**src/rtl/stl_pkg.sv**
```systemverilog
// Package for the script token lexer: widths, scan modes, character codes,
// token kinds, the keyword table and the token record.
// Depends on nothing; the lexer top level imports it.
package stl_pkg;

    // Widths of the stream position, the kept word prefix and the token fields.
    localparam int OFFSET_BITS      = 16;
    localparam int KEYWORD_MAX_LEN  = 6;
    localparam int KW_BITS          = 8 * KEYWORD_MAX_LEN;
    localparam int FIELD_BITS       = 16;
    localparam int INT_BITS         = 31;
    localparam int KIND_BITS        = 6;
    localparam int IN_TDATA_BITS    = 8;
    localparam int OUT_FIELD_BITS   = KIND_BITS + 3 * FIELD_BITS + INT_BITS + 2;
    localparam int OUT_TDATA_BITS   = ((OUT_FIELD_BITS + 7) / 8) * 8;
    localparam int OUT_PAD_BITS     = OUT_TDATA_BITS - OUT_FIELD_BITS;
    localparam int NUM_KEYWORDS     = 11;

    localparam logic [INT_BITS-1:0]   INT_MAX   = {INT_BITS{1'b1}};
    localparam logic [FIELD_BITS-1:0] FIELD_MAX = {FIELD_BITS{1'b1}};

    // Scanner modes; the unused code behaves as idle.
    typedef enum logic [2:0] {
        M_IDLE    = 3'd0,
        M_OP      = 3'd1,
        M_SLASH   = 3'd2,
        M_COMMENT = 3'd3,
        M_STRING  = 3'd4,
        M_INT     = 3'd5,
        M_IDENT   = 3'd6
    } t_scan_mode;

    // Character codes.
    localparam logic [7:0] CH_TAB    = 8'h09;
    localparam logic [7:0] CH_NL     = 8'h0A;
    localparam logic [7:0] CH_SPACE  = 8'h20;
    localparam logic [7:0] CH_BANG   = 8'h21;
    localparam logic [7:0] CH_QUOTE  = 8'h22;
    localparam logic [7:0] CH_LPAREN = 8'h28;
    localparam logic [7:0] CH_RPAREN = 8'h29;
    localparam logic [7:0] CH_STAR   = 8'h2A;
    localparam logic [7:0] CH_PLUS   = 8'h2B;
    localparam logic [7:0] CH_COMMA  = 8'h2C;
    localparam logic [7:0] CH_MINUS  = 8'h2D;
    localparam logic [7:0] CH_SLASH  = 8'h2F;
    localparam logic [7:0] CH_0      = 8'h30;
    localparam logic [7:0] CH_9      = 8'h39;
    localparam logic [7:0] CH_SEMI   = 8'h3B;
    localparam logic [7:0] CH_LT     = 8'h3C;
    localparam logic [7:0] CH_EQ     = 8'h3D;
    localparam logic [7:0] CH_GT     = 8'h3E;
    localparam logic [7:0] CH_UP_A   = 8'h41;
    localparam logic [7:0] CH_UP_Z   = 8'h5A;
    localparam logic [7:0] CH_UNDER  = 8'h5F;
    localparam logic [7:0] CH_LO_A   = 8'h61;
    localparam logic [7:0] CH_LO_Z   = 8'h7A;
    localparam logic [7:0] CH_LBRACE = 8'h7B;
    localparam logic [7:0] CH_RBRACE = 8'h7D;

    // Token kinds.
    localparam logic [KIND_BITS-1:0] K_LPAREN   = 6'd0;
    localparam logic [KIND_BITS-1:0] K_RPAREN   = 6'd1;
    localparam logic [KIND_BITS-1:0] K_LBRACE   = 6'd2;
    localparam logic [KIND_BITS-1:0] K_RBRACE   = 6'd3;
    localparam logic [KIND_BITS-1:0] K_COMMA    = 6'd4;
    localparam logic [KIND_BITS-1:0] K_SEMI     = 6'd5;
    localparam logic [KIND_BITS-1:0] K_PLUS     = 6'd6;
    localparam logic [KIND_BITS-1:0] K_MINUS    = 6'd7;
    localparam logic [KIND_BITS-1:0] K_STAR     = 6'd8;
    localparam logic [KIND_BITS-1:0] K_SLASH    = 6'd9;
    localparam logic [KIND_BITS-1:0] K_BANG     = 6'd10;
    localparam logic [KIND_BITS-1:0] K_BANG_EQ  = 6'd11;
    localparam logic [KIND_BITS-1:0] K_STRING   = 6'd18;
    localparam logic [KIND_BITS-1:0] K_INT      = 6'd19;
    localparam logic [KIND_BITS-1:0] K_BOOL     = 6'd20;
    localparam logic [KIND_BITS-1:0] K_NULL     = 6'd21;
    localparam logic [KIND_BITS-1:0] K_IDENT    = 6'd22;
    localparam logic [KIND_BITS-1:0] K_KW_FUN   = 6'd23;
    localparam logic [KIND_BITS-1:0] K_EOF      = 6'd34;
    localparam logic [KIND_BITS-1:0] K_ERR_CHAR = 6'd35;
    localparam logic [KIND_BITS-1:0] K_ERR_STR  = 6'd36;

    // Operator codes held while waiting for a possible '='.
    localparam logic [1:0] OP_BANG = 2'd0;
    localparam logic [1:0] OP_EQ   = 2'd1;
    localparam logic [1:0] OP_LT   = 2'd2;
    localparam logic [1:0] OP_GT   = 2'd3;

    // Keyword text, first character in the lowest byte, zero filled.
    localparam logic [KW_BITS-1:0] KW_TEXT [NUM_KEYWORDS] = '{
        KW_BITS'(64'h6E7566),       // fun
        KW_BITS'(64'h6E7275746572), // return
        KW_BITS'(64'h74736E6F63),   // const
        KW_BITS'(64'h726176),       // var
        KW_BITS'(64'h6669),         // if
        KW_BITS'(64'h65736C65),     // else
        KW_BITS'(64'h656C696877),   // while
        KW_BITS'(64'h726F66),       // for
        KW_BITS'(64'h646E61),       // and
        KW_BITS'(64'h726F),         // or
        KW_BITS'(64'h746E697270)    // print
    };
    localparam logic [FIELD_BITS-1:0] KW_LEN [NUM_KEYWORDS] = '{
        16'd3, 16'd6, 16'd5, 16'd3, 16'd2, 16'd4, 16'd5, 16'd3, 16'd3, 16'd2, 16'd5
    };
    localparam logic [KW_BITS-1:0] KW_TRUE  = KW_BITS'(64'h65757274);
    localparam logic [KW_BITS-1:0] KW_FALSE = KW_BITS'(64'h65736C6166);
    localparam logic [KW_BITS-1:0] KW_NULL  = KW_BITS'(64'h6C6C756E);

    // One token as held in the result register.
    typedef struct packed {
        logic                  last;
        logic                  failed;
        logic                  bval;
        logic [INT_BITS-1:0]   ival;
        logic [FIELD_BITS-1:0] line;
        logic [FIELD_BITS-1:0] len;
        logic [FIELD_BITS-1:0] start;
        logic [KIND_BITS-1:0]  kind;
    } t_token;

    // Classify a finished word from its kept prefix and full length.
    function automatic logic [KIND_BITS-1:0] word_kind(
        input logic [KW_BITS-1:0]    prefix,
        input logic [FIELD_BITS-1:0] len
    );
        logic [KIND_BITS-1:0] kind;
        kind = K_IDENT;
        for (int k = 0; k < NUM_KEYWORDS; k++) begin
            if (len == KW_LEN[k] && prefix == KW_TEXT[k]) begin
                kind = KIND_BITS'(int'(K_KW_FUN) + k);
            end
        end
        if (len == 16'd4 && prefix == KW_TRUE) begin
            kind = K_BOOL;
        end
        if (len == 16'd5 && prefix == KW_FALSE) begin
            kind = K_BOOL;
        end
        if (len == 16'd4 && prefix == KW_NULL) begin
            kind = K_NULL;
        end
        return kind;
    endfunction

endpackage

```
**src/rtl/script_token_lexer_unit.sv**
```systemverilog
// Top level of the script token lexer: input register, scanner state and
// a two-token result register on stream channels.
// Depends on stl_pkg.
//
// Channel   Direction  Payload (lowest bit first)
// s_axis    in         tdata: char_code[7:0]; tuser: end_of_input
// m_axis    out        tdata: kind, start, length, line, int value, bool, failed;
//                      tlast: last token caused by the source item
//
// One source item is accepted per cycle while the result register has
// room. An item waits in the input register; its combinational scan
// writes the result register, which offers its tokens. An item causing
// two tokens keeps the result register busy for two output transactions,
// which holds the next item in the input register until the first token
// is taken. Reset is synchronous and starts a fresh stream at line 1,
// offset 0; a stalled output holds its token; the input register fills.
module script_token_lexer_unit (
    input  logic                                i_clk,
    input  logic                                i_rst_n,
    input  logic                                s_axis_tvalid,
    output logic                                s_axis_tready,
    // char_code[7:0]
    input  logic [stl_pkg::IN_TDATA_BITS-1:0]   s_axis_tdata,
    // end_of_input
    input  logic                                s_axis_tuser,
    output logic                                m_axis_tvalid,
    input  logic                                m_axis_tready,
    // token_kind[5:0], token_start[21:6], token_length[37:22],
    // line_number[53:38], int_value[84:54], bool_flag[85],
    // stream_failed[86], zero fill[87]
    output logic [stl_pkg::OUT_TDATA_BITS-1:0]  m_axis_tdata,
    output logic                                m_axis_tlast
);
    import stl_pkg::*;

    // Input register.
    logic       r_in_valid;
    logic [7:0] r_in_char;
    logic       r_in_eoi;

    // Scanner state.
    t_scan_mode              r_mode, n_mode;
    logic [1:0]              r_pend, n_pend;
    logic [OFFSET_BITS-1:0]  r_lex_start, n_lex_start;
    logic [FIELD_BITS-1:0]   r_lex_len, n_lex_len;
    logic [INT_BITS-1:0]     r_acc, n_acc;
    logic [FIELD_BITS-1:0]   r_line, n_line;
    logic [KW_BITS-1:0]      r_prefix, n_prefix;
    logic                    r_err, n_err;
    logic [OFFSET_BITS-1:0]  r_offset, n_offset;

    // Result register.
    logic [1:0] r_res_cnt;
    t_token     r_res [2];

    // Scan results.
    logic       proc_fire;
    logic       take;
    logic       f_v, s_v;
    t_token     f_tok, s_tok, t0, t1;
    logic [1:0] ntok;

    // Helper values of the scan.
    logic                  is_blank, is_digit, is_word_start, is_word_char;
    logic [3:0]            digit;
    logic [INT_BITS+3:0]   acc_x10;
    logic [FIELD_BITS-1:0] len_inc;
    logic [FIELD_BITS-1:0] line_inc;
    logic                  do_flush, do_idle;
    logic                  fl_v;
    t_token                fl_tok;
    logic                  id_v;
    t_token                id_tok;

    // Handshakes.
    assign take          = m_axis_tvalid && m_axis_tready;
    assign proc_fire     = r_in_valid &&
                           (r_res_cnt == 2'd0 || (r_res_cnt == 2'd1 && m_axis_tready));
    assign s_axis_tready = !r_in_valid || proc_fire;

    // Input register: a transaction is held until the scanner takes it.
    always_ff @(posedge i_clk) begin
        if (!i_rst_n) begin
            r_in_valid <= 1'b0;
        end else if (s_axis_tready) begin
            r_in_valid <= s_axis_tvalid;
        end
    end

    always_ff @(posedge i_clk) begin
        if (s_axis_tready) begin
            r_in_char <= s_axis_tdata[7:0];
            r_in_eoi  <= s_axis_tuser;
        end
    end

    // Character classes of the registered byte.
    assign is_blank      = (r_in_char == CH_SPACE) || (r_in_char == CH_TAB);
    assign is_digit      = r_in_char inside {[CH_0:CH_9]};
    assign is_word_start = (r_in_char inside {[CH_LO_A:CH_LO_Z], [CH_UP_A:CH_UP_Z]}) ||
                           (r_in_char == CH_UNDER);
    assign is_word_char  = is_word_start || is_digit;
    assign digit         = 4'(r_in_char - CH_0);
    assign acc_x10       = ({4'b0, r_acc} << 3) + ({4'b0, r_acc} << 1) +
                           {{(INT_BITS){1'b0}}, digit};
    assign len_inc       = (r_lex_len == FIELD_MAX) ? r_lex_len : r_lex_len + 16'd1;
    assign line_inc      = (r_line == FIELD_MAX) ? r_line : r_line + 16'd1;

    // Token that the pending lexeme gives when something ends it.
    always_comb begin
        fl_v        = 1'b0;
        fl_tok      = '0;
        fl_tok.start = 16'(r_lex_start);
        fl_tok.len   = r_lex_len;
        fl_tok.line  = r_line;
        case (r_mode)
            M_OP: begin
                fl_v        = 1'b1;
                fl_tok.kind = K_BANG + {3'b0, r_pend, 1'b0};
                fl_tok.len  = 16'd1;
            end
            M_SLASH: begin
                fl_v        = 1'b1;
                fl_tok.kind = K_SLASH;
                fl_tok.len  = 16'd1;
            end
            M_INT: begin
                fl_v        = 1'b1;
                fl_tok.kind = K_INT;
                fl_tok.ival = r_acc;
            end
            M_IDENT: begin
                fl_v        = 1'b1;
                fl_tok.kind = word_kind(r_prefix, r_lex_len);
                fl_tok.bval = (r_lex_len == 16'd4) && (r_prefix == KW_TRUE);
            end
            M_STRING: begin
                fl_v        = 1'b1;
                fl_tok.kind = K_ERR_STR;
            end
            default: begin
                fl_v = 1'b0;
            end
        endcase
    end

    // Token that a byte gives when it is scanned from idle.
    always_comb begin
        id_v         = 1'b1;
        id_tok       = '0;
        id_tok.start = 16'(r_offset);
        id_tok.len   = 16'd1;
        id_tok.line  = r_line;
        case (r_in_char)
            CH_LPAREN: id_tok.kind = K_LPAREN;
            CH_RPAREN: id_tok.kind = K_RPAREN;
            CH_LBRACE: id_tok.kind = K_LBRACE;
            CH_RBRACE: id_tok.kind = K_RBRACE;
            CH_COMMA:  id_tok.kind = K_COMMA;
            CH_SEMI:   id_tok.kind = K_SEMI;
            CH_PLUS:   id_tok.kind = K_PLUS;
            CH_MINUS:  id_tok.kind = K_MINUS;
            CH_STAR:   id_tok.kind = K_STAR;
            default: begin
                id_tok.kind = K_ERR_CHAR;
                id_v = !(is_blank || is_digit || is_word_start ||
                         r_in_char inside {CH_NL, CH_SLASH, CH_QUOTE, CH_BANG,
                                           CH_EQ, CH_LT, CH_GT});
            end
        endcase
    end

    // Next scanner state and the up to two tokens of the registered item.
    always_comb begin
        n_mode      = r_mode;
        n_pend      = r_pend;
        n_lex_start = r_lex_start;
        n_lex_len   = r_lex_len;
        n_acc       = r_acc;
        n_line      = r_line;
        n_prefix    = r_prefix;
        n_err       = r_err;
        n_offset    = r_offset + OFFSET_BITS'(1);
        do_flush    = 1'b0;
        do_idle     = 1'b0;
        f_v         = 1'b0;
        f_tok       = fl_tok;
        s_v         = 1'b0;
        s_tok       = fl_tok;

        if (r_in_eoi) begin
            // End of input: flush, then end-of-file, then a fresh stream.
            f_v          = fl_v;
            s_v          = 1'b1;
            s_tok        = '0;
            s_tok.kind   = K_EOF;
            s_tok.start  = 16'(r_offset);
            s_tok.line   = r_line;
            s_tok.failed = r_err || (r_mode == M_STRING);
            n_mode       = M_IDLE;
            n_pend       = '0;
            n_lex_start  = '0;
            n_lex_len    = '0;
            n_acc        = '0;
            n_line       = 16'd1;
            n_prefix     = '0;
            n_err        = 1'b0;
            n_offset     = '0;
        end else begin
            case (r_mode)
                M_OP: begin
                    if (r_in_char == CH_EQ) begin
                        s_v        = 1'b1;
                        s_tok.kind = K_BANG_EQ + {3'b0, r_pend, 1'b0};
                        s_tok.len  = 16'd2;
                        n_mode     = M_IDLE;
                    end else begin
                        do_flush = 1'b1;
                        do_idle  = 1'b1;
                    end
                end
                M_SLASH: begin
                    if (r_in_char == CH_SLASH) begin
                        n_mode = M_COMMENT;
                    end else begin
                        do_flush = 1'b1;
                        do_idle  = 1'b1;
                    end
                end
                M_COMMENT: begin
                    if (r_in_char == CH_NL) begin
                        n_line = line_inc;
                        n_mode = M_IDLE;
                    end
                end
                M_STRING: begin
                    if (r_in_char == CH_QUOTE) begin
                        s_v        = 1'b1;
                        s_tok.kind = K_STRING;
                        s_tok.len  = len_inc;
                        n_lex_len  = len_inc;
                        n_mode     = M_IDLE;
                    end else if (r_in_char == CH_NL) begin
                        do_flush = 1'b1;
                        n_line   = line_inc;
                        n_mode   = M_IDLE;
                    end else begin
                        n_lex_len = len_inc;
                    end
                end
                M_INT: begin
                    if (is_digit) begin
                        n_acc     = (acc_x10 > {4'b0, INT_MAX}) ? INT_MAX
                                                               : acc_x10[INT_BITS-1:0];
                        n_lex_len = len_inc;
                    end else begin
                        do_flush = 1'b1;
                        do_idle  = 1'b1;
                    end
                end
                M_IDENT: begin
                    if (is_word_char) begin
                        for (int i = 0; i < KEYWORD_MAX_LEN; i++) begin
                            if (r_lex_len == 16'(i)) begin
                                n_prefix[8*i +: 8] = r_in_char;
                            end
                        end
                        n_lex_len = len_inc;
                    end else begin
                        do_flush = 1'b1;
                        do_idle  = 1'b1;
                    end
                end
                default: begin
                    do_idle = 1'b1;
                end
            endcase

            // The ending lexeme's token goes first.
            if (do_flush) begin
                f_v    = fl_v;
                f_tok  = fl_tok;
                n_mode = M_IDLE;
                if (r_mode == M_STRING) begin
                    n_err = 1'b1;
                end
            end

            // The byte itself, scanned as from idle.
            if (do_idle) begin
                n_mode = M_IDLE;
                s_v    = id_v;
                s_tok  = id_tok;
                if (r_in_char == CH_NL) begin
                    n_line = line_inc;
                end else if (!is_blank) begin
                    n_lex_start = r_offset;
                    n_lex_len   = 16'd1;
                    if (r_in_char == CH_SLASH) begin
                        n_mode = M_SLASH;
                    end else if (r_in_char == CH_BANG) begin
                        n_pend = OP_BANG;
                        n_mode = M_OP;
                    end else if (r_in_char == CH_EQ) begin
                        n_pend = OP_EQ;
                        n_mode = M_OP;
                    end else if (r_in_char == CH_LT) begin
                        n_pend = OP_LT;
                        n_mode = M_OP;
                    end else if (r_in_char == CH_GT) begin
                        n_pend = OP_GT;
                        n_mode = M_OP;
                    end else if (r_in_char == CH_QUOTE) begin
                        n_mode = M_STRING;
                    end else if (is_digit) begin
                        n_acc  = {{(INT_BITS-4){1'b0}}, digit};
                        n_mode = M_INT;
                    end else if (is_word_start) begin
                        n_prefix = {{(KW_BITS-8){1'b0}}, r_in_char};
                        n_mode   = M_IDENT;
                    end else if (id_tok.kind == K_ERR_CHAR) begin
                        n_err = 1'b1;
                    end
                end
            end
        end
    end

    // Pack the tokens in order and mark the last one of the item.
    always_comb begin
        t0      = f_v ? f_tok : s_tok;
        t0.last = !(f_v && s_v);
        t1      = s_tok;
        t1.last = 1'b1;
        ntok    = {1'b0, f_v} + {1'b0, s_v};
    end

    // Scanner state register.
    always_ff @(posedge i_clk) begin
        if (!i_rst_n) begin
            r_mode      <= M_IDLE;
            r_pend      <= '0;
            r_lex_start <= '0;
            r_lex_len   <= '0;
            r_acc       <= '0;
            r_line      <= 16'd1;
            r_prefix    <= '0;
            r_err       <= 1'b0;
            r_offset    <= '0;
        end else if (proc_fire) begin
            r_mode      <= n_mode;
            r_pend      <= n_pend;
            r_lex_start <= n_lex_start;
            r_lex_len   <= n_lex_len;
            r_acc       <= n_acc;
            r_line      <= n_line;
            r_prefix    <= n_prefix;
            r_err       <= n_err;
            r_offset    <= n_offset;
        end
    end

    // Result register: up to two tokens, the head one on the output.
    always_ff @(posedge i_clk) begin
        if (!i_rst_n) begin
            r_res_cnt <= 2'd0;
        end else if (proc_fire) begin
            r_res_cnt <= ntok;
        end else if (take) begin
            r_res_cnt <= r_res_cnt - 2'd1;
        end
    end

    always_ff @(posedge i_clk) begin
        if (proc_fire) begin
            r_res[0] <= t0;
            r_res[1] <= t1;
        end else if (take && r_res_cnt == 2'd2) begin
            r_res[0] <= r_res[1];
        end
    end

    // Output channel.
    assign m_axis_tvalid = (r_res_cnt != 2'd0);
    assign m_axis_tlast  = r_res[0].last;
    assign m_axis_tdata  = {{OUT_PAD_BITS{1'b0}}, r_res[0].failed, r_res[0].bval,
                            r_res[0].ival, r_res[0].line, r_res[0].len,
                            r_res[0].start, r_res[0].kind};

    // A pair of tokens shows the first one without the last mark.
    a_pair_head_not_last: assert property (@(posedge i_clk) disable iff (!i_rst_n)
        (r_res_cnt == 2'd2) |-> !r_res[0].last)
        else $error("first token of a pair carries the last mark");

    // A single waiting token is always the last one of its item.
    a_single_is_last: assert property (@(posedge i_clk) disable iff (!i_rst_n)
        (r_res_cnt == 2'd1) |-> r_res[0].last)
        else $error("lone waiting token lacks the last mark");

    // The result register never holds more than two tokens.
    a_res_cnt_range: assert property (@(posedge i_clk) disable iff (!i_rst_n)
        r_res_cnt != 2'd3)
        else $error("result register count out of range");

    // End of input starts a new stream at line 1, offset 0.
    a_eoi_restart: assert property (@(posedge i_clk) disable iff (!i_rst_n)
        (proc_fire && r_in_eoi) |=> (r_line == 16'd1 && r_offset == '0 && !r_err))
        else $error("stream state not restarted after end of input");

    // A waiting input item is not overwritten.
    a_in_hold: assert property (@(posedge i_clk) disable iff (!i_rst_n)
        (r_in_valid && !proc_fire) |=> (r_in_valid && $stable(r_in_char) &&
                                        $stable(r_in_eoi)))
        else $error("waiting input item was lost");

endmodule
```
**config.mk**
```make
export PLATFORM = sky130hd
export DESIGN_NAME = script_token_lexer_unit
export DESIGN_NICKNAME = d
export VERILOG_FILES = /design/src/rtl/stl_pkg.sv /design/src/rtl/script_token_lexer_unit.sv
export SDC_FILE = /design/constraint.sdc
export NUM_CORES = 1
export LEC_CHECK = 0
export ABC_AREA = 1
export BUFFER_PORTS_ARGS = -buffer_cell sky130_fd_sc_hd__buf_4
export CAP_MARGIN = 40
export CELL_PAD_IN_SITES_DETAIL_PLACEMENT = 0
export CELL_PAD_IN_SITES_GLOBAL_PLACEMENT = 1
export CORE_ASPECT_RATIO = 1.25
export CORE_MARGIN = 3
export CORE_UTILIZATION = 46
export CTS_CLUSTER_DIAMETER = 80
export DETAILED_ROUTE_END_ITERATION = 8
export PLACE_DENSITY_LB_ADDON = 0.1
export SYNTH_ARGS = -nofsm -noshare
export SYNTH_HDL_FRONTEND = slang
export SYNTH_SLANG_ARGS = --single-unit
```
**constraint.sdc**
```tcl
create_clock -name i_clk -period 11.9 [get_ports i_clk]
set_input_delay 2.38 -clock i_clk [delete_from_list [all_inputs] [get_ports i_clk]]
set_output_delay 2.38 -clock i_clk [all_outputs]
set_load 0.01 [all_outputs]
```
Word-level counts from Yosys, hierarchy flattened

Memory sizes are Yosys's and may differ from the RTL's.
Cells that the tools add are included.

Register bits after elaboration: 161
Bits in latches: 0
Memory bits (writable): 176
Memory bits (read-only): 0
Input port bits: 13
Output and inout bits: 91
Logic and storage cells: 290
Memories kept: 1

Memories:

| name  | depth | width | read ports | clocked after memory_dff | write ports | RTL line                      | text |
|---|---|---|---|---|---|---|---|
| r_res | 2     | 88    | 2          | 0                        | 2           | script_token_lexer_unit.sv:54 | `t_token r_res [2];` |

Add/sub/neg operators: 10
Multiply operators: 0
Divide/modulo/power cells: 0
$lt $le $gt $ge: 7
Equal/unequal tests: 55
Shift operators: 0
Muxes and demuxes: 153
Bitwise operators: 1
Reduce and logical (&&, ||, !) cells: 50

Operator list:

| cell                                                                               | count |
|---|---|
| 48-bit 2-to-1 mux                                                                  | 14 |
| 31-bit 2-to-1 mux                                                                  | 15 |
| 16-bit 2-to-1 mux                                                                  | 23 |
| 48-bit by 23-bit == test with 1-bit output (second input constant)                 | 4 |
| 48-bit by 39-bit == test with 1-bit output (second input constant)                 | 4 |
| 87-bit 2-to-1 mux                                                                  | 2 |
| 48-bit by 31-bit == test with 1-bit output (second input constant)                 | 3 |
| 8-bit by 6-bit == test with 1-bit output (second input constant)                   | 14 |
| 48-bit by 15-bit == test with 1-bit output (second input constant)                 | 2 |
| 6-bit 2-to-1 mux                                                                   | 15 |
| 88-bit 2-to-1 mux                                                                  | 1 |
| 86-bit 2-to-1 mux                                                                  | 1 |
| 16-bit one-hot mux with 2 select lines                                             | 2 |
| 6-bit one-hot mux with 9 select lines                                              | 1 |
| 3-bit 2-to-1 mux                                                                   | 17 |
| 16-bit by 1-bit adder with 16-bit output (second input constant)                   | 3 |
| 16-bit by 3-bit == test with 1-bit output (second input constant)                  | 3 |
| 48-bit by 47-bit == test with 1-bit output (second input constant)                 | 1 |
| 8-bit 2-to-1 mux                                                                   | 6 |
| 16-bit one-hot mux with 3 select lines                                             | 1 |
| 1-bit 2-to-1 mux                                                                   | 38 |
| 34-bit by 32-bit adder with 35-bit output                                          | 1 |
| 35-bit by 4-bit adder with 35-bit output                                           | 1 |
| 35-bit by 31-bit greater-than comparator with 1-bit output (second input constant) | 1 |
| 41 further kinds                                                                   | 103 |

Logic depth before layout (Yosys ltp)

Gate-level depths: netlist of run 1.

Depth after elaboration: 23
Depth in mapped cells: 23

Least setup slack after synthesis of run 1

Ideal clock, no wire load.

Path type: in2reg
From: in m_axis_tready
To: mem r_res[0][0] in the netlist's numbering (enable)
Library setup time: 0.656 ns
Arrival: 8.673 ns
Data required time: 11.244 ns
Slack: 2.571 ns
Stages on the path: 2
Buffers on the path: 0
Cell sequence: nand2_1 > o21ai_0

RTL lines:

| element         | RTL line                      | text |
|---|---|---|
| start, declared | script_token_lexer_unit.sv:27 | `input logic m_axis_tready,` |
| end, declared   | script_token_lexer_unit.sv:54 |  |

Final worst setup path of run 1

From: in m_axis_tready
To: out s_axis_tready

Longest elaborated chain between the ends: 4

RTL lines:

| element           | RTL line                      | text |
|---|---|---|
| 1-bit logical AND | script_token_lexer_unit.sv:78 | `(r_res_cnt == 2'd0 \|\| (r_res_cnt == 2'd1 && m_axis_tready));` |
| 1-bit logical OR  | script_token_lexer_unit.sv:78 |  |
| 1-bit logical AND | script_token_lexer_unit.sv:77 | `assign proc_fire = r_in_valid &&` |
| 1-bit logical OR  | script_token_lexer_unit.sv:79 | `assign s_axis_tready = !r_in_valid \|\| proc_fire;` |
| end, declared     | script_token_lexer_unit.sv:21 | `output logic s_axis_tready,` |

Every way passes these cells.

==> results of run 1 <==
[layout by cell type, fill, tap and decap left out, types with 6 or more instances in the layout]
cell type,instances
inv_2,10
a21oi_1,243
ha_1,72
buf_4,120
o21a_1,6
nor3_1,79
buf_16,6
inv_1,330
o211ai_1,32
xnor2_1,18
clkbuf_16,40
clkbuf_1,10
clkbuf_8,6
nor2_2,6
o2111ai_1,11
nand4_1,41
dfxtp_1,152
nand2_1,821
nor2_1,287
o31ai_1,29
o21ai_0,162
o21ai_1,42
nand3_1,140
xor2_1,16
edfxtp_1,184
[kinds of logic (layout without fill, tap and decap cells)]
family / count (synthesis) / count (layout)
flip-flops: 336 / 336
other: 1 / 1
AO/OA/AOI/OAI: 547 / 547
XOR/XNOR: 34 / 34
adder cells (fa/ha/maj): 74 / 74
AND/OR/NAND/NOR: 1408 / 1408
buffers and inverters: 470 / 540
[where the power goes]
group	leakage, nW	switching, mW	internal [mW]
Combinational	5.87	0.396	0.183
Clock	0.597	0.485	0.677
Sequential	2.98	0.0667	1.37
Total	9.45	0.948	2.23
[cell type report]
cell class / count / area [um2] / area share
Timing Repair Buffer: 127 / 1090 / 0.0472
Sequential cell: 336 / 8570 / 0.373
Clock inverter: 13 / 101 / 0.00441
Clock buffer: 56 / 1120 / 0.0488
Multi-Input combinational cell: 2064 / 10100 / 0.440
Inverter: 344 / 1300 / 0.0565
Tap cell: 565 / 707 / 0.0308
[Yosys cell counts, types with 11 or more instances]
master     count  area (um2)
xnor2_1       18         158
o21ai_0      163         816
inv_1        330        1240
o2111ai_1     11        96.3
o21ai_1       42         210
ha_1          72         901
nand3_1      140         701
buf_2         27         135
xor2_1        16         140
o31ai_1       29         218
o211ai_1      32         240
inv_2         12        45.0
nand2_1      822        3090
a21oi_1      243        1220
nand4_1       41         257
dfxtp_1      152        3040
nor2_1       289        1080
clkbuf_1      83         312
nor3_1        80         400
edfxtp_1     184        5530
[sequential cells by signal, summed over array words and instances (netlist names), 2 cells and up]
name,cells
r_lex_len,16
r_lex_start,16
r_pend,2
r_prefix,48
r_acc,31
r_in_char,8
r_line,16
r_res,175
r_mode,3
r_res_cnt,2
r_offset,16
[layer usage]
layer  vias up  part of all wire  GRT usage
li1       9549                 -          -
met1      8793              0.48      0.362
met2       490              0.45      0.398
met3        79             0.050     0.0337
met4         0             0.019     0.0577
met5         -                 0          0
[path summary, 6_finish.rpt]
| check | start | to | slack, ps |
|---|---|---|---|
| worst max-delay path | m_axis_tready | s_axis_tready | 6500 |
| worst min-delay path | r_lex_start[8] | r_lex_start[8] | 460 |
| worst max register to register | r_in_char[3] | r_acc[24] | 7910 |
| worst min register to register | r_lex_start[8] | r_lex_start[8] | 460 |
[worst min-delay path: cells and delay by family, from the launching register on]
kind	cells	cell delay, ps
simple gates	1	60
compound gates	1	50
flops	1	310
[stage by stage]
step           power [mW]  cells  hold slack [ps]  utilization  area [um2]
2_1_floorplan        1.82   2870              439            -       20500
3_3_place_gp         2.02   3429              448        0.495       21600
3_5_place_dp         2.05   3436              454        0.499       21800
4_1_cts              3.21   3505              464        0.527       23000
5_1_grt              3.33   3505              479        0.527       23000
6_report             3.18   3505              461        0.527       23000
==> flow_metrics.py, run 1 <==
metrics = {
    "placement": {
        "port_buffers": 102,
        "place_hpwl_um": 42800,
        "gp_congestion": 0.946,
        "place_ws_ps": 6280,
    },
    "detailed_routing": {
        "drtAntennaViolNets": 0,
        "drt_iter0_drc": 1392,
        "drt_wl_total_um": 60300,
        "avgViaCountPerCell": 5.40,
        "first_pass_iters": 5,
        "vias": 18900,
        "routedWlPerCell_um": 17.2,
        "drc": 0,
    },
    "yosys": {
        "async_reset_ff_frac": 0,
        "synth-simple-area-share": 0.283,
        "postSynthCellCount": 2870,
        "syn-num-nets": 2957,
        "synth_seq_cells": 336,
        "ys.flop_type": "edfxtp_1",
        "netlist_area_um2": 20500,
        "synth_compound_area_frac": 0.148,
        "synth-seq-area-share": 0.418,
        "synth_edf_count": 184,
        "synth_fa_ha_area_frac": 0.0459,
        "synth_top_family_by_area": "simple AND/OR/NAND/NOR gates",
        "synth_mux_area_frac": 0,
        "synth_xor_area_frac": 0.0145,
        "postSynthAreaPerCell_um2": 7.15,
        "yosys_warnings": 0,
        "synth_cell_types": 55,
    },
    "global_route": {
        "grt_usage": 0.249,
        "grt_max_degree": 70,
        "grt.overflow.total": 0,
        "antenna_found_initial": 0,
        "grt_pass1_wl_um": 96600,
        "grt_pass1_vias": 17500,
    },
    "status": {
        "status": "complete, no violations",
    },
    "pwr": {
        "power_density_nw_per_um2": 138,
        "ir_drop_v": 0.000113,
        "total_leakage_power_nw": 9.45,
    },
    "final_layout": {
        "antennaDiodeCount": 0,
        "drive_gt1_frac": 0.0782,
        "num-fill-cells": 4370,
        "layout.nets": 2998,
        "synthToLayoutAreaGrowth_pct": 12.1,
    },
    "die": {
        "core-area_um2": 43600,
        "start_util": 0.470,
        "dieHeight_um": 242,
        "io_pins": 104,
        "die_w_um": 195,
        "dieArea_um2": 47200,
        "rows": 85,
    },
    "worst_setup_path": {
        "end_kind": "primary output",
        "cp_top_family": "buffers and inverters",
        "path_max_fanout": 11,
        "worstRegToRegCells": 18,
        "critPathBufInv": 3,
        "worst_ep_arrival_time_ps": 3020,
        "cp.depth": 5,
        "path_common_cell": "buf_4",
        "cp_slowest_cell": "buf_4",
        "crit_chain": "buf_4, nand2_1, nand3_1, buf_4, buf_4",
        "slowest_delay_ps": 200,
        "worstSetupStartpointType": "input port",
        "path_class": "input port to primary output",
        "cp.required_ps": 9520,
    },
    "sta": {
        "drv_slew": 0,
        "fin_crit_sh": 0.454,
        "slew-limit-headroom": 0.475,
        "finalSetupViolations": 0,
        "layout_min_cycle_time_ps": 5400,
        "max_freq_mhz": 185,
        "worst_slew_pin_slew_ps": 788,
        "skew_ps": 16.1,
        "fin_setup_tns_ps": 0,
        "fin_ws_ps": 6500,
        "rsz0062_at_grt": "false",
        "timing.final.hold_violations": 0,
    },
    "clock_tree": {
        "clk_latency_ps": 550,
        "hold_buffers": 0,
        "postCtsSetupRepairBufs": 0,
        "cts.htree.levels": 2,
        "cts-resized-gates": 0,
        "clk_pin_slew_ps": 60,
        "cts_tree": "yes",
        "cts_sinks": 336,
        "clk_root_buffer_cell": "clkbuf_16",
        "ctsLongestPathBuffers": 3,
        "cts_buffers": 38,
    },
    "min_path": {
        "hold_path.class": "register to register",
        "whs_path_depth": 2,
    },
    "job": {
        "max-cap-violations": 0,
    },
}
No activity file was read; power rests on OpenSTA's default activity.
==> run 2, diff against run 1 <==
==> constraint.sdc (replaced) <==
create_clock -name i_clk -period 5.15 [get_ports i_clk]
set_input_delay 1.03 -clock i_clk [delete_from_list [all_inputs] [get_ports i_clk]]
set_output_delay 1.03 -clock i_clk [all_outputs]
set_load 0.01 [all_outputs]
==> flow_metrics.py, run 2 (synthesis gave the netlist of run 1 again) <==
metrics = {
    "sta": {
        "layout_min_cycle_time_ps": 3980,
        "worst_slew_pin_slew_ps": 864,
        "fin_crit_sh": 0.773,
        "rsz0062_at_grt": "false",
        "fin_setup_tns_ps": 0,
        "slew-limit-headroom": 0.424,
        "skew_ps": 21.3,
        "fin_ws_ps": 1170,
        "drv_slew": 0,
        "finalSetupViolations": 0,
        "timing.final.hold_violations": 0,
        "max_freq_mhz": 251,
    },
    "global_route": {
        "grt_pass1_wl_um": 94900,
        "grt.overflow.total": 0,
        "antenna_found_initial": 0,
        "grt_max_degree": 141,
        "grt_pass1_vias": 17400,
        "grt_usage": 0.246,
    },
    "clock_tree": {
        "cts_sinks": 336,
        "postCtsSetupRepairBufs": 0,
        "hold_buffers": 0,
        "cts.htree.levels": 2,
        "cts_tree": "yes",
        "clk_latency_ps": 540,
        "clk_pin_slew_ps": 60,
        "clk_root_buffer_cell": "clkbuf_16",
        "cts-resized-gates": 0,
        "ctsLongestPathBuffers": 3,
        "cts_buffers": 36,
    },
    "detailed_routing": {
        "drt_wl_total_um": 60000,
        "drt_iter0_drc": 1542,
        "vias": 18800,
        "first_pass_iters": 6,
        "drc": 0,
        "routedWlPerCell_um": 17.1,
        "avgViaCountPerCell": 5.37,
        "drtAntennaViolNets": 0,
    },
    "placement": {
        "gp_congestion": 0.930,
        "place_hpwl_um": 43000,
        "place_ws_ps": 1270,
        "port_buffers": 102,
    },
    "final_layout": {
        "drive_gt1_frac": 0.0779,
        "register_area_um2": 8570,
        "layout.nets": 2998,
        "regMostFlops": "r_res",
        "multi_input_area_um2": 10100,
        "num-fill-cells": 4328,
        "antennaDiodeCount": 0,
        "largest_reg_flops": 175,
        "final_cell_mix": "nand2_1, inv_1, nor2_1",
        "layout_commonest_cell": "nand2_1",
        "synthToLayoutAreaGrowth_pct": 11.9,
        "reg_top3": "r_res: 175 flops, r_prefix: 48 flops, r_acc: 31 flops",
    },
    "worst_setup_path": {
        "path_common_cell": "nand2_1",
        "crit_chain": "inv_2, nand2_1, nor2_1, nand2_1, inv_2, nand2_1, nand3_1, inv_1, a21oi_4, buf_4, ha_1, o21ai_0, a21oi_1",
        "cp_slowest_cell": "inv_2",
        "cp.required_ps": 5560,
        "slowest_delay_ps": 640,
        "worst_ep_arrival_time_ps": 4390,
        "worstSetupStartpointType": "register",
        "path_max_fanout": 35,
        "end_kind": "register",
        "path_class": "register to register",
    },
    "die": {
        "rows": 85,
        "io_pins": 104,
        "start_util": 0.470,
        "dieHeight_um": 242,
        "dieArea_um2": 47200,
        "core-area_um2": 43600,
        "die_w_um": 195,
    },
    "job": {
        "max-cap-violations": 0,
    },
    "status": {
        "status": "complete, no violations",
    },
    "pwr": {
        "total_leakage_power_nw": 9.42,
        "power_density_nw_per_um2": 316,
        "ir_drop_v": 0.000268,
    },
    "min_path": {
        "hold_path.class": "register to register",
    },
}
==> run 2: cell count changes in the layout (fill, tap and decap cells not counted), moves of 2 or more <==
cell / delta
buf_12: +2
buf_16: -2
buf_4: +2
bufinv_16: +2
clkbuf_16: -3
clkbuf_8: -3
inv_6: +2
==> run 2: cell type report <==
class | count | share of cell area
multi-input combinational | 2064 | 0.441
sequential | 336 | 0.373
inverter | 344 | 0.0566
timing repair buffer | 129 | 0.0473
clock buffer | 49 | 0.0436
tap | 565 | 0.0308
clock inverter | 17 | 0.00758
==> run 2: critical path, delay by kind of cell, from the launching register on <==
family	cells	cell delay, ps
buffers and inverters	4	1410
and+or+nand+nor	5	1070
DFF	1	630
AOI/OAI and AO/OA	3	400
adders and majority gates	1	310
==> run 2: where the power goes <==
part           switching, mW  leakage (nW)  internal (mW)
Clock                   1.09         0.566           1.52
Sequential             0.143          2.98           3.17
Combinational          0.910          5.87          0.418
==> run 2: per-stage QoR <==
stage	utilization	power (mW)	cells	instance area (um2)	hold slack, ps
6_report	0.526	7.26	3504	22900	461
5_1_grt	0.526	7.60	3504	22900	478
4_1_cts	0.526	7.33	3504	22900	463
3_5_place_dp	0.499	4.71	3438	21800	453
3_3_place_gp	0.496	4.66	3432	21600	448
2_1_floorplan	-	4.17	2870	20500	439
==> run 2: metal layers <==
layer  wire [um]  global-route usage  up-vias
li1            -                   -     9569
met1       28600               0.358     8645
met2       26500               0.383      521
met3        3480              0.0366       87
met4        1420              0.0646        0
met5           0                   0        -
==> run 2: path summary, 6_finish.rpt <==
kind	from	slack, ps	cells past startpoint	to
min	r_lex_start[11]	460	2	r_lex_start[11]
min reg2reg	r_lex_start[11]	460	2	r_lex_start[11]
max	r_in_char[0]	1170	13	r_res_cnt[0]
max reg2reg	r_in_char[0]	1170	13	r_res_cnt[0]
